**config.mk**
```make
export PLATFORM = sky130hd
export DESIGN_NAME = supply_voltage_mode_monitor
export DESIGN_NICKNAME = d
export VERILOG_FILES = /design/src/design/svmm_pkg.sv /design/src/design/supply_voltage_mode_monitor.sv
export SDC_FILE = /design/constraint.sdc
export NUM_CORES = 1
export LEC_CHECK = 0
export BUFFER_PORTS_ARGS = -buffer_cell sky130_fd_sc_hd__buf_2
export CELL_PAD_IN_SITES_DETAIL_PLACEMENT = 0
export CELL_PAD_IN_SITES_GLOBAL_PLACEMENT = 2
export CORE_MARGIN = 2
export CORE_UTILIZATION = 40
export CTS_BUF_LIST = sky130_fd_sc_hd__clkbuf_8
export DETAILED_ROUTE_END_ITERATION = 10
export PLACE_DENSITY = 0.81
export SYNTH_ARGS = -nofsm -noshare
export SYNTH_HDL_FRONTEND = slang
export SYNTH_SLANG_ARGS = --single-unit
export TNS_END_PERCENT = 30
```
**constraint.sdc**
```tcl
create_clock -name clk -period 6.5 [get_ports clk]
set_clock_uncertainty 0.1 [all_clocks]
set_input_delay 1.3 -clock clk [delete_from_list [all_inputs] [get_ports clk]]
set_output_delay 1.3 -clock clk [all_outputs]
set_load 0.05 [all_outputs]
```
**src/design/svmm_pkg.sv**
```systemverilog
// shared widths, codes and constants of the supply voltage mode monitor
package svmm_pkg;

  localparam int MV_W    = 16;
  localparam int MODE_W  = 3;
  localparam int DWELL_W = 8;
  localparam int PHASE_W = 4;
  localparam int DEB_W   = 3;
  localparam int CFG_IDX_W = 8;
  localparam int NUM_MODES = 5;

  // power mode codes
  localparam logic [MODE_W-1:0] MODE_UNDER  = 3'd0;
  localparam logic [MODE_W-1:0] MODE_LOW    = 3'd1;
  localparam logic [MODE_W-1:0] MODE_NORMAL = 3'd2;
  localparam logic [MODE_W-1:0] MODE_HIGH   = 3'd3;
  localparam logic [MODE_W-1:0] MODE_OVER   = 3'd4;

  // configuration register indexes
  localparam logic [CFG_IDX_W-1:0] REG_UNDER_TO_LOW   = 8'd0;
  localparam logic [CFG_IDX_W-1:0] REG_LOW_TO_NORMAL  = 8'd1;
  localparam logic [CFG_IDX_W-1:0] REG_NORMAL_TO_HIGH = 8'd2;
  localparam logic [CFG_IDX_W-1:0] REG_HIGH_TO_OVER   = 8'd3;
  localparam logic [CFG_IDX_W-1:0] REG_RISE_LOW       = 8'd4;
  localparam logic [CFG_IDX_W-1:0] REG_RISE_NORMAL    = 8'd5;
  localparam logic [CFG_IDX_W-1:0] REG_RISE_HIGH      = 8'd6;
  localparam logic [CFG_IDX_W-1:0] REG_RISE_OVER      = 8'd7;

  // threshold reset values
  localparam logic [MV_W-1:0] RST_UNDER_TO_LOW   = 16'd7500;
  localparam logic [MV_W-1:0] RST_LOW_TO_NORMAL  = 16'd8500;
  localparam logic [MV_W-1:0] RST_NORMAL_TO_HIGH = 16'd31500;
  localparam logic [MV_W-1:0] RST_HIGH_TO_OVER   = 16'd35500;
  localparam logic [MV_W-1:0] RST_RISE_LOW       = 16'd8500;
  localparam logic [MV_W-1:0] RST_RISE_NORMAL    = 16'd9500;
  localparam logic [MV_W-1:0] RST_RISE_HIGH      = 16'd32500;
  localparam logic [MV_W-1:0] RST_RISE_OVER      = 16'd36500;

  // fixed behavior constants
  localparam logic [DWELL_W-1:0] CONFIRM_TICKS      = 8'd5;
  localparam logic [MV_W-1:0]    STARTUP_WAIT_TICKS = 16'd25;
  localparam logic [MV_W-1:0]    STABLE_FLOOR_MV    = 16'd9000;
  localparam logic [PHASE_W-1:0] FAULT_EVERY_TICKS  = 4'd3;
  localparam logic [DEB_W-1:0]   FAULT_DEBOUNCE     = 3'd4;

  localparam logic [MV_W-1:0] OVER_SET_MV    = 16'd36500;
  localparam logic [MV_W-1:0] OVER_CLEAR_MV  = 16'd35500;
  localparam logic [MV_W-1:0] UNDER_SET_MV   = 16'd8500;
  localparam logic [MV_W-1:0] UNDER_CLEAR_MV = 16'd9500;
  localparam logic [MV_W-1:0] FULL_SCALE_MV  = 16'hFFFF;

endpackage

```
**src/design/supply_voltage_mode_monitor.sv**
```systemverilog
// supply voltage mode monitor: hysteretic five-band mode with dwell and fault flags
//
//  channel | signals                                   | dir | handshake
//  --------+-------------------------------------------+-----+-----------------
//  input   | in_valid, in_stall, voltage_mv            | in  | valid & !stall
//  output  | out_valid, out_stall, power_mode, flags   | out | valid & !stall
//  config  | cfg_valid, cfg_ready, cfg_index, cfg_data | in  | valid & ready
//
// one request per cycle while the output is not stalled; a request passes the input register,
// then one pass of compare and count logic into the result register
// synchronous active-high reset puts thresholds at defaults, mode at normal, counters clear
// a stalled output holds its result; the input register stalls only when it is full and
// the result register cannot take its result in the same cycle
module supply_voltage_mode_monitor (
  input  logic                            clk,
  input  logic                            rst,
  input  logic                            in_valid,
  output logic                            in_stall,
  input  logic [svmm_pkg::MV_W-1:0]       voltage_mv,
  output logic                            out_valid,
  input  logic                            out_stall,
  output logic [svmm_pkg::MODE_W-1:0]     power_mode,
  output logic                            supply_stable,
  output logic                            over_fault,
  output logic                            under_fault,
  output logic                            over_fault_changed,
  output logic                            under_fault_changed,
  input  logic                            cfg_valid,
  output logic                            cfg_ready,
  input  logic [svmm_pkg::CFG_IDX_W-1:0]  cfg_index,
  input  logic [svmm_pkg::MV_W-1:0]       cfg_data
);
  import svmm_pkg::*;

  // thresholds
  logic [MV_W-1:0] under_to_low_mv, low_to_normal_mv, normal_to_high_mv, high_to_over_mv;
  logic [MV_W-1:0] rise_low_mv, rise_normal_mv, rise_high_mv, rise_over_mv;

  // input register
  logic            s1_valid;
  logic [MV_W-1:0] s1_v;

  // monitor state
  logic [MODE_W-1:0]  mode_reg, mode_reg_next;
  logic [DWELL_W-1:0] dwell_counts [NUM_MODES];
  logic [DWELL_W-1:0] dwell_counts_next [NUM_MODES];
  logic [MV_W-1:0]    startup_count, startup_count_next;
  logic               stable_flag, stable_flag_next;
  logic [PHASE_W-1:0] fault_phase, fault_phase_next;
  logic               over_flag, over_flag_next, under_flag, under_flag_next;
  logic [DEB_W-1:0]   over_deb, over_deb_next, under_deb, under_deb_next;

  logic advance, fire;

  assign cfg_ready = 1'b1;
  assign advance   = !out_valid || !out_stall;
  assign fire      = s1_valid && advance;
  assign in_stall  = s1_valid && !advance;

  // band limits, leave decision and target band
  logic [MODE_W-1:0] cur_mode, target;
  logic [MV_W-1:0]   bmin, bmax;
  logic              fall, rise;
  logic [PHASE_W-1:0] phase_inc;
  logic              run_fault, over_cond, under_cond;
  logic [DEB_W-1:0]  over_deb_inc, under_deb_inc;

  always_comb begin
    cur_mode = (mode_reg > MODE_OVER) ? MODE_NORMAL : mode_reg;
    unique case (cur_mode)
      MODE_UNDER: begin bmin = '0;                bmax = low_to_normal_mv; end
      MODE_LOW:   begin bmin = under_to_low_mv;   bmax = rise_normal_mv;   end
      MODE_NORMAL: begin bmin = low_to_normal_mv; bmax = rise_high_mv;     end
      MODE_HIGH:  begin bmin = normal_to_high_mv; bmax = rise_over_mv;     end
      default:    begin bmin = high_to_over_mv;   bmax = FULL_SCALE_MV;    end
    endcase
    fall = s1_v < bmin;
    rise = !fall && (s1_v >= bmax);
    if (fall) begin
      if (s1_v < under_to_low_mv)        target = MODE_UNDER;
      else if (s1_v < low_to_normal_mv)  target = MODE_LOW;
      else if (s1_v < normal_to_high_mv) target = MODE_NORMAL;
      else if (s1_v < high_to_over_mv)   target = MODE_HIGH;
      else                               target = MODE_OVER;
    end else begin
      if (s1_v >= rise_over_mv)          target = MODE_OVER;
      else if (s1_v >= rise_high_mv)     target = MODE_HIGH;
      else if (s1_v >= rise_normal_mv)   target = MODE_NORMAL;
      else if (s1_v >= rise_low_mv)      target = MODE_LOW;
      else                               target = MODE_UNDER;
    end
  end

  always_comb begin
    // startup wait and sticky stable flag
    startup_count_next = startup_count;
    stable_flag_next   = stable_flag;
    if (startup_count < STARTUP_WAIT_TICKS) begin
      startup_count_next = startup_count + 16'd1;
    end else if (stable_flag || s1_v >= STABLE_FLOOR_MV) begin
      stable_flag_next = 1'b1;
    end

    mode_reg_next = mode_reg;
    for (int i = 0; i < NUM_MODES; i++) begin
      dwell_counts_next[i] = dwell_counts[i];
    end
    if (stable_flag_next) begin
      if (fall || rise) begin
        for (int i = 0; i < NUM_MODES; i++) begin
          if (target == MODE_W'(i)) dwell_counts_next[i] = dwell_counts[i] + 8'd1;
          else                      dwell_counts_next[i] = '0;
        end
      end
      // later band wins if more than one reaches the confirm count
      for (int i = 0; i < NUM_MODES; i++) begin
        if (dwell_counts_next[i] == CONFIRM_TICKS) begin
          mode_reg_next        = MODE_W'(i);
          dwell_counts_next[i] = '0;
        end
      end
    end

    // fault monitors run once per FAULT_EVERY_TICKS accepted samples
    phase_inc = fault_phase + 4'd1;
    run_fault = phase_inc >= FAULT_EVERY_TICKS;
    fault_phase_next = run_fault ? '0 : phase_inc;

    over_cond  = over_flag  ? (s1_v < OVER_CLEAR_MV)  : (s1_v > OVER_SET_MV);
    under_cond = under_flag ? (s1_v > UNDER_CLEAR_MV) : (s1_v <= UNDER_SET_MV);
    over_deb_inc  = over_deb + 3'd1;
    under_deb_inc = under_deb + 3'd1;

    over_flag_next  = over_flag;
    under_flag_next = under_flag;
    over_deb_next   = over_deb;
    under_deb_next  = under_deb;
    if (run_fault) begin
      if (!over_cond) begin
        over_deb_next = '0;
      end else if (over_deb_inc >= FAULT_DEBOUNCE) begin
        over_deb_next  = '0;
        over_flag_next = !over_flag;
      end else begin
        over_deb_next = over_deb_inc;
      end
      if (!under_cond) begin
        under_deb_next = '0;
      end else if (under_deb_inc >= FAULT_DEBOUNCE) begin
        under_deb_next  = '0;
        under_flag_next = !under_flag;
      end else begin
        under_deb_next = under_deb_inc;
      end
    end
  end

  always_ff @(posedge clk) begin
    if (rst) begin
      under_to_low_mv   <= RST_UNDER_TO_LOW;
      low_to_normal_mv  <= RST_LOW_TO_NORMAL;
      normal_to_high_mv <= RST_NORMAL_TO_HIGH;
      high_to_over_mv   <= RST_HIGH_TO_OVER;
      rise_low_mv       <= RST_RISE_LOW;
      rise_normal_mv    <= RST_RISE_NORMAL;
      rise_high_mv      <= RST_RISE_HIGH;
      rise_over_mv      <= RST_RISE_OVER;
    end else if (cfg_valid && cfg_ready) begin
      unique case (cfg_index)
        REG_UNDER_TO_LOW:   under_to_low_mv   <= cfg_data;
        REG_LOW_TO_NORMAL:  low_to_normal_mv  <= cfg_data;
        REG_NORMAL_TO_HIGH: normal_to_high_mv <= cfg_data;
        REG_HIGH_TO_OVER:   high_to_over_mv   <= cfg_data;
        REG_RISE_LOW:       rise_low_mv       <= cfg_data;
        REG_RISE_NORMAL:    rise_normal_mv    <= cfg_data;
        REG_RISE_HIGH:      rise_high_mv      <= cfg_data;
        REG_RISE_OVER:      rise_over_mv      <= cfg_data;
        default: ;
      endcase
    end
  end

  always_ff @(posedge clk) begin
    if (rst) begin
      s1_valid <= 1'b0;
    end else if (!in_stall) begin
      s1_valid <= in_valid;
    end
    if (!in_stall && in_valid) begin
      s1_v <= voltage_mv;
    end
  end

  always_ff @(posedge clk) begin
    if (rst) begin
      mode_reg      <= MODE_NORMAL;
      startup_count <= '0;
      stable_flag   <= 1'b0;
      fault_phase   <= '0;
      over_flag     <= 1'b0;
      under_flag    <= 1'b0;
      over_deb      <= '0;
      under_deb     <= '0;
      for (int i = 0; i < NUM_MODES; i++) begin
        dwell_counts[i] <= '0;
      end
    end else if (fire) begin
      mode_reg      <= mode_reg_next;
      startup_count <= startup_count_next;
      stable_flag   <= stable_flag_next;
      fault_phase   <= fault_phase_next;
      over_flag     <= over_flag_next;
      under_flag    <= under_flag_next;
      over_deb      <= over_deb_next;
      under_deb     <= under_deb_next;
      for (int i = 0; i < NUM_MODES; i++) begin
        dwell_counts[i] <= dwell_counts_next[i];
      end
    end
  end

  // result register
  always_ff @(posedge clk) begin
    if (rst) begin
      out_valid <= 1'b0;
    end else if (fire) begin
      out_valid <= 1'b1;
    end else if (!out_stall) begin
      out_valid <= 1'b0;
    end
    if (fire) begin
      power_mode          <= mode_reg_next;
      supply_stable       <= stable_flag_next;
      over_fault          <= over_flag_next;
      under_fault         <= under_flag_next;
      over_fault_changed  <= over_flag_next != over_flag;
      under_fault_changed <= under_flag_next != under_flag;
    end
  end

  logic [NUM_MODES-1:0] dwell_busy;
  always_comb begin
    for (int i = 0; i < NUM_MODES; i++) begin
      dwell_busy[i] = dwell_counts[i] != '0;
    end
  end

  a_stable_sticky: assert property (@(posedge clk) disable iff (rst)
    stable_flag |=> stable_flag)
    else $error("stable flag dropped");

  a_phase_range: assert property (@(posedge clk) disable iff (rst)
    fault_phase < FAULT_EVERY_TICKS)
    else $error("fault phase out of range");

  a_one_dwell: assert property (@(posedge clk) disable iff (rst)
    $countones(dwell_busy) <= 1)
    else $error("more than one dwell counter running");

  a_mode_legal: assert property (@(posedge clk) disable iff (rst)
    out_valid && !supply_stable |-> power_mode == MODE_NORMAL)
    else $error("mode left normal before supply stable");

  a_mode_range: assert property (@(posedge clk) disable iff (rst)
    mode_reg <= MODE_OVER)
    else $error("mode register out of range");

endmodule

```
==> qor.yml, run 1 <==
status: "finished clean"
ff2ff_setup_slack_ps: 910
nNetsFinal: 1983
synth_area_leaders: "dfxtp_1 22%, ha_1 14%, edfxtp_1 13%"
r2r_cells: 19
cts_resized: 0
seqPwrFrac_pct: 47.1
cts_buffers: 44
use_met2_pct: 40.1
place_congestion: 0.873
root_buffer: "clkbuf_8"
p_leak_nw: 6.74
crit_type: "register to register"
fin_crit_sh_pct: 86.0
fp.dieArea_um2: 38100
p_sw_uw: 950
synthTopCellsByCount: "285 x nand2_1, 166 x ha_1, 162 x dfxtp_1, 148 x a21oi_1, 139 x inv_1"
met1_usage_pct: 34.6
ys_ff_latch: 226
syn_area_um2: 14600
cp_max_fo: 27
cts_sinks: 226
cp-start-kind: "register"
worstHoldStart: "under_to_low_mv[15]"
antenna_found_initial: 2
grt_max_degree: 73
yosysTopAreaCell: "dfxtp_1"
drcViolationCount: 0
cellPowerDensity_nw_per_um2: 202
grtUsageTotal_pct: 25.4
swShare_pct: 29.1
hold_class: "register to register"
rsz0062_at_grt: "false"
slew_violations: 0
rows: 70
use_met3_pct: 5.39
grt_pass1_wl_um: 73400
hold_buffers: 0
worstPathArrival_ps: 5840
vias_per_cell: 5.67
synth.distinct_cells: 85
dr_total_vias: 12900
post_cts_buffers: 0
drive_gt1_share_pct: 9.19
syn_nets: 1946
holdPathStages: 2
finalWorstSetupSlack_ps: 912
largest_reg_flops: 40
io_pins: 56
num_antenna_cells: 0
totalWireLength_um: 48300
worstPathRequired_ps: 6760
top_usage_layer: "met2"
utilization_pct: 44.6
fillers: 3640
hold_end: "under_to_low_mv[15]"
setup-tns-final_ps: 0
synth_edf_count: 64
yosysTopAreaCellShare_pct: 22.2
dp_hpwl_um: 33200
setup_violations: 0
syn_to_final_growth_pct: 10.7
syn-instance-count: 1735
tightest_slew_ps: 1150
r2r-end: "power_mode[0]"
synth_ff_type: "dfxtp_1"
cts_tree: "built"
regMostFlops: "dwell_counts"
path_clk_slew_ps: 60
clock_path_buffers: 3
avgSynthCellArea_um2: 8.42
wire_per_inst_um: 21.2
dieHeight_um: 195
fp.dieW_um: 195
slew_headroom_pct: 23.6
finalHoldViolCount: 0
ant_nets: 0
place_ws_ps: 947
final.min_clock_period_ps: 5590
power_frac_clock_pct: 42.2
grt_pass1_vias: 12200
intPower_mw: 2.31
drt-initial-drc-count: 656
reg2reg_from: "mode_reg[1]"
async_flop_share_pct: 0
fmax_mhz: 179
io_buffers: 54
ir_drop_v: 0.000221
critPathCaptureType: "register"
yosysMostFrequentCell: "nand2_1"
dr.pass1.iters: 5
overflow: 0
core_um2: 36300
power_frac_comb_pct: 10.7
start_util_pct: 40.3
htreeDepth: 2
yosysSeqAreaShare_pct: 35.3
clk_latency_ps: 640
cap_violations: 0
yosysWarnings: 0
## kinds of logic (layout without fill, tap and decap cells)
kind of cell | after synthesis | after routing | synth area share (%)
flip-flops | 226 | 226 | 35.3
other | 1 | 1 | 0.0257
AO/OA/AOI/OAI | 460 | 460 | 21.7
adder cells (fa/ha/maj) | 166 | 166 | 14.2
buffers and inverters | 232 | 304 | 6.25
multiplexers | 24 | 24 | 1.68
AND/OR/NAND/NOR | 587 | 587 | 18.5
XOR/XNOR | 39 | 39 | 2.34
## cell type report
| type | count | area, µm² | share of cell area, % |
|---|---|---|---|
| clock inverter | 30 | 135 | 0.835 |
| sequential | 226 | 5170 | 31.9 |
| timing repair buffer | 82 | 483 | 2.98 |
| multi-input combinational | 1277 | 8580 | 53.0 |
| inverter | 141 | 529 | 3.27 |
| tap | 468 | 586 | 3.62 |
| clock buffer | 51 | 702 | 4.34 |
## worst max-delay path: stages (launching register included)
cell and delay (ps):
dfxtp_1 310, buf_4 350, clkinv_1 350, nor2_1 160, buf_4 250, a22o_1 160
a221oi_1 70, ha_1 300, nand2_1 60, o21ai_1 160, a21oi_1 140, o41ai_2 820
a21oi_4 270, buf_4 300, or3_1 370, xor2_1 190, nand3_1 130, a211oi_2 410
a211oi_1 130, a211o_1 290
## cell usage in the layout (no fill, tap or decap), types with 29 or more instances in the layout
cell      Yosys  final
dfxtp_1     162    160
o21ai_0      54     53
edfxtp_1     64     64
buf_2        11     53
buf_4         4     29
nand3_1      31     31
inv_1       139    157
clkbuf_8      0     51
o211ai_1     62     62
nand2_1     285    285
nand4_1      30     30
a221oi_1     33     33
ha_1        166    166
nor2_1      107    107
a21oi_1     148    148
## power groups by stage
stage               sequential, mW  clock [mW]  combinational (mW)
finish                        1.54        1.38               0.350
global placement              1.56           0               0.343
CTS                           1.54        1.43               0.349
detailed placement            1.56           0               0.347
global route                  1.54        1.47               0.390
floorplan                     1.54           0               0.230
## worst max path at each step
stage | from | to | slack, ps | cells past startpoint
floorplan | out_stall | mode_reg[0] | 1200 | 5
global placement | mode_reg[2] | dwell_counts[0][31] | 1080 | 14
detailed placement | mode_reg[1] | power_mode[0] | 950 | 19
CTS | mode_reg[1] | power_mode[0] | 910 | 19
global route | mode_reg[1] | power_mode[0] | 540 | 18
finish | mode_reg[1] | power_mode[0] | 910 | 19
## through the flow
step	cells	total power [mW]	hold WS [ps]	area, µm²
floorplan	1735	1.77	336	14600
global placement	2194	1.91	343	15300
detailed placement	2194	1.91	348	15300
CTS	2275	3.31	356	16200
global route	2275	3.40	367	16200
finish	2275	3.26	353	16200
## routing by layer
metal	wire, µm	up-vias
met4	1350	2
met1	22400	6080
li1	-	6366
met5	13	-
met2	21400	362
met3	3040	79
No activity file was read; power rests on OpenSTA's default activity.
==> run 2: changes to the inputs <==
CORE_MARGIN = default   (was 2)
MAX_ROUTING_LAYER = met4   (was default)
SETUP_SLACK_MARGIN = 0.1   (was default)
==> run 2 against run 1 <==
Compared with the run above:
- register-to-register slack improved by 170 ps
- sequential power barely moved
- critical endpoint unchanged
- critical path type unchanged
- die area fell by 2.0%
- design area rose by 0.59%
- critical path depth fell by 2
- largest cell class unchanged
==> qor.yml, run 2 (synthesis gave the netlist of run 1 again) <==
status: "finished clean"
post_cts_buffers: 0
ant_nets: 0
cts_buffers: 45
place_ws_ps: 1130
cts_resized: 0
syn_to_final_growth_pct: 11.4
largest_reg_flops: 40
path_clk_slew_ps: 60
finalWorstSetupSlack_ps: 1080
core_um2: 35700
dieHeight_um: 193
ir_drop_v: 0.000164
crit_type: "register to register"
setup_violations: 0
grt_pass1_wl_um: 74000
clock_path_buffers: 3
layout_common_cells: "285 x nand2_1, 166 x ha_1, 160 x dfxtp_1"
p_leak_nw: 6.79
num_antenna_cells: 0
totalWireLength_um: 48800
tightest_slew_ps: 1010
swShare_pct: 28.7
layout_commonest_cell: "nand2_1"
fp.dieW_um: 193
fmax_mhz: 184
fin_crit_sh_pct: 83.4
nNetsFinal: 1990
dp_hpwl_um: 33800
hold_buffers: 0
placed_area_um2: 15400
critPathCaptureType: "register"
cts_tree: "built"
grt_max_degree: 82
slew_headroom_pct: 32.5
setup-tns-final_ps: 0
root_buffer: "clkbuf_8"
p_sw_uw: 958
r2r_cells: 17
drive_gt1_share_pct: 10.0
wire_per_inst_um: 21.5
dr.pass1.iters: 5
cp-start-kind: "register"
intPower_mw: 2.38
fp.dieArea_um2: 37300
grtUsageTotal_pct: 27.5
antenna_found_initial: 1
holdPathStages: 2
finalHoldViolCount: 0
io_pins: 56
cap_violations: 0
overflow: 0
fillers: 3612
start_util_pct: 40.9
rsz0062_at_grt: "false"
htreeDepth: 2
finalPower_mw: 3.34
hold_class: "register to register"
dr_total_vias: 12900
power_frac_comb_pct: 11.0
io_buffers: 54
drcViolationCount: 0
place_congestion: 0.875
clk_latency_ps: 620
worstPathArrival_ps: 5690
worstPathRequired_ps: 6770
vias_per_cell: 5.68
cts_sinks: 226
finalInstanceArea_um2: 16300
regMostFlops: "dwell_counts"
power_frac_clock_pct: 43.5
utilization_pct: 45.5
drt-initial-drc-count: 878
rows: 69
cp_max_fo: 30
cellPowerDensity_nw_per_um2: 205
seqPwrFrac_pct: 45.5
slew_violations: 0
grt_pass1_vias: 12200
final.min_clock_period_ps: 5420
## run 2: cell type report
cell class              count  area (µm²)  area share, %
multi-input cells        1277        8570           52.7
well taps                 461         577           3.54
inverters                 141         529           3.25
repair buffers             88         541           3.32
flip-flops and latches    226        5170           31.7
clock buffers              53         729           4.48
clock inverters            29         161          0.991
## run 2: critical path, cell delays in order, from the launching register on
cell and delay, ps:
dfxtp_2 690, buf_4 390, o21ai_0 150, o311a_1 140, a221oi_1 270, ha_1 170
nand2_1 60, o21ai_1 170, a21oi_1 130, o41ai_2 740, a21oi_2 210, buf_4 230
or3_1 420, mux2i_1 140, or4_1 580, nand2_1 200, a211oi_1 90, a211o_1 290
## run 2: routing by layer
| metal | vias to the layer above | global-route usage [%] | routed length, µm |
|---|---|---|---|
| li1 | 6365 | - | - |
| met1 | 6140 | 36.0 | 22600 |
| met2 | 331 | 42.5 | 21800 |
| met3 | 94 | 4.05 | 2500 |
| met4 | 0 | 11.2 | 1850 |
| met5 | - | - | 0 |
## run 2: power by group through the flow
stage / Clock, mW / Combinational, mW / Sequential (mW)
2_1_floorplan: 0 / 0.230 / 1.54
3_3_place_gp: 0 / 0.361 / 1.55
3_5_place_dp: 0 / 0.365 / 1.55
4_1_cts: 1.50 / 0.368 / 1.52
5_1_grt: 1.56 / 0.407 / 1.52
6_report: 1.45 / 0.367 / 1.52
## run 2: final timing paths
kind / slack (ps) / to / from
worst min register to register: 350 / rise_low_mv[12] / rise_low_mv[12]
worst min-delay path: 350 / rise_low_mv[12] / rise_low_mv[12]
worst max-delay path: 1080 / power_mode[0] / mode_reg[0]
worst max register to register: 1080 / power_mode[0] / mode_reg[0]
## run 2: stage by stage
step / hold WS [ps] / instances
after floorplan: 336 / 1735
after global placement: 342 / 2193
after detailed placement: 348 / 2193
after CTS: 355 / 2275
after global routing: 379 / 2275
final: 354 / 2275
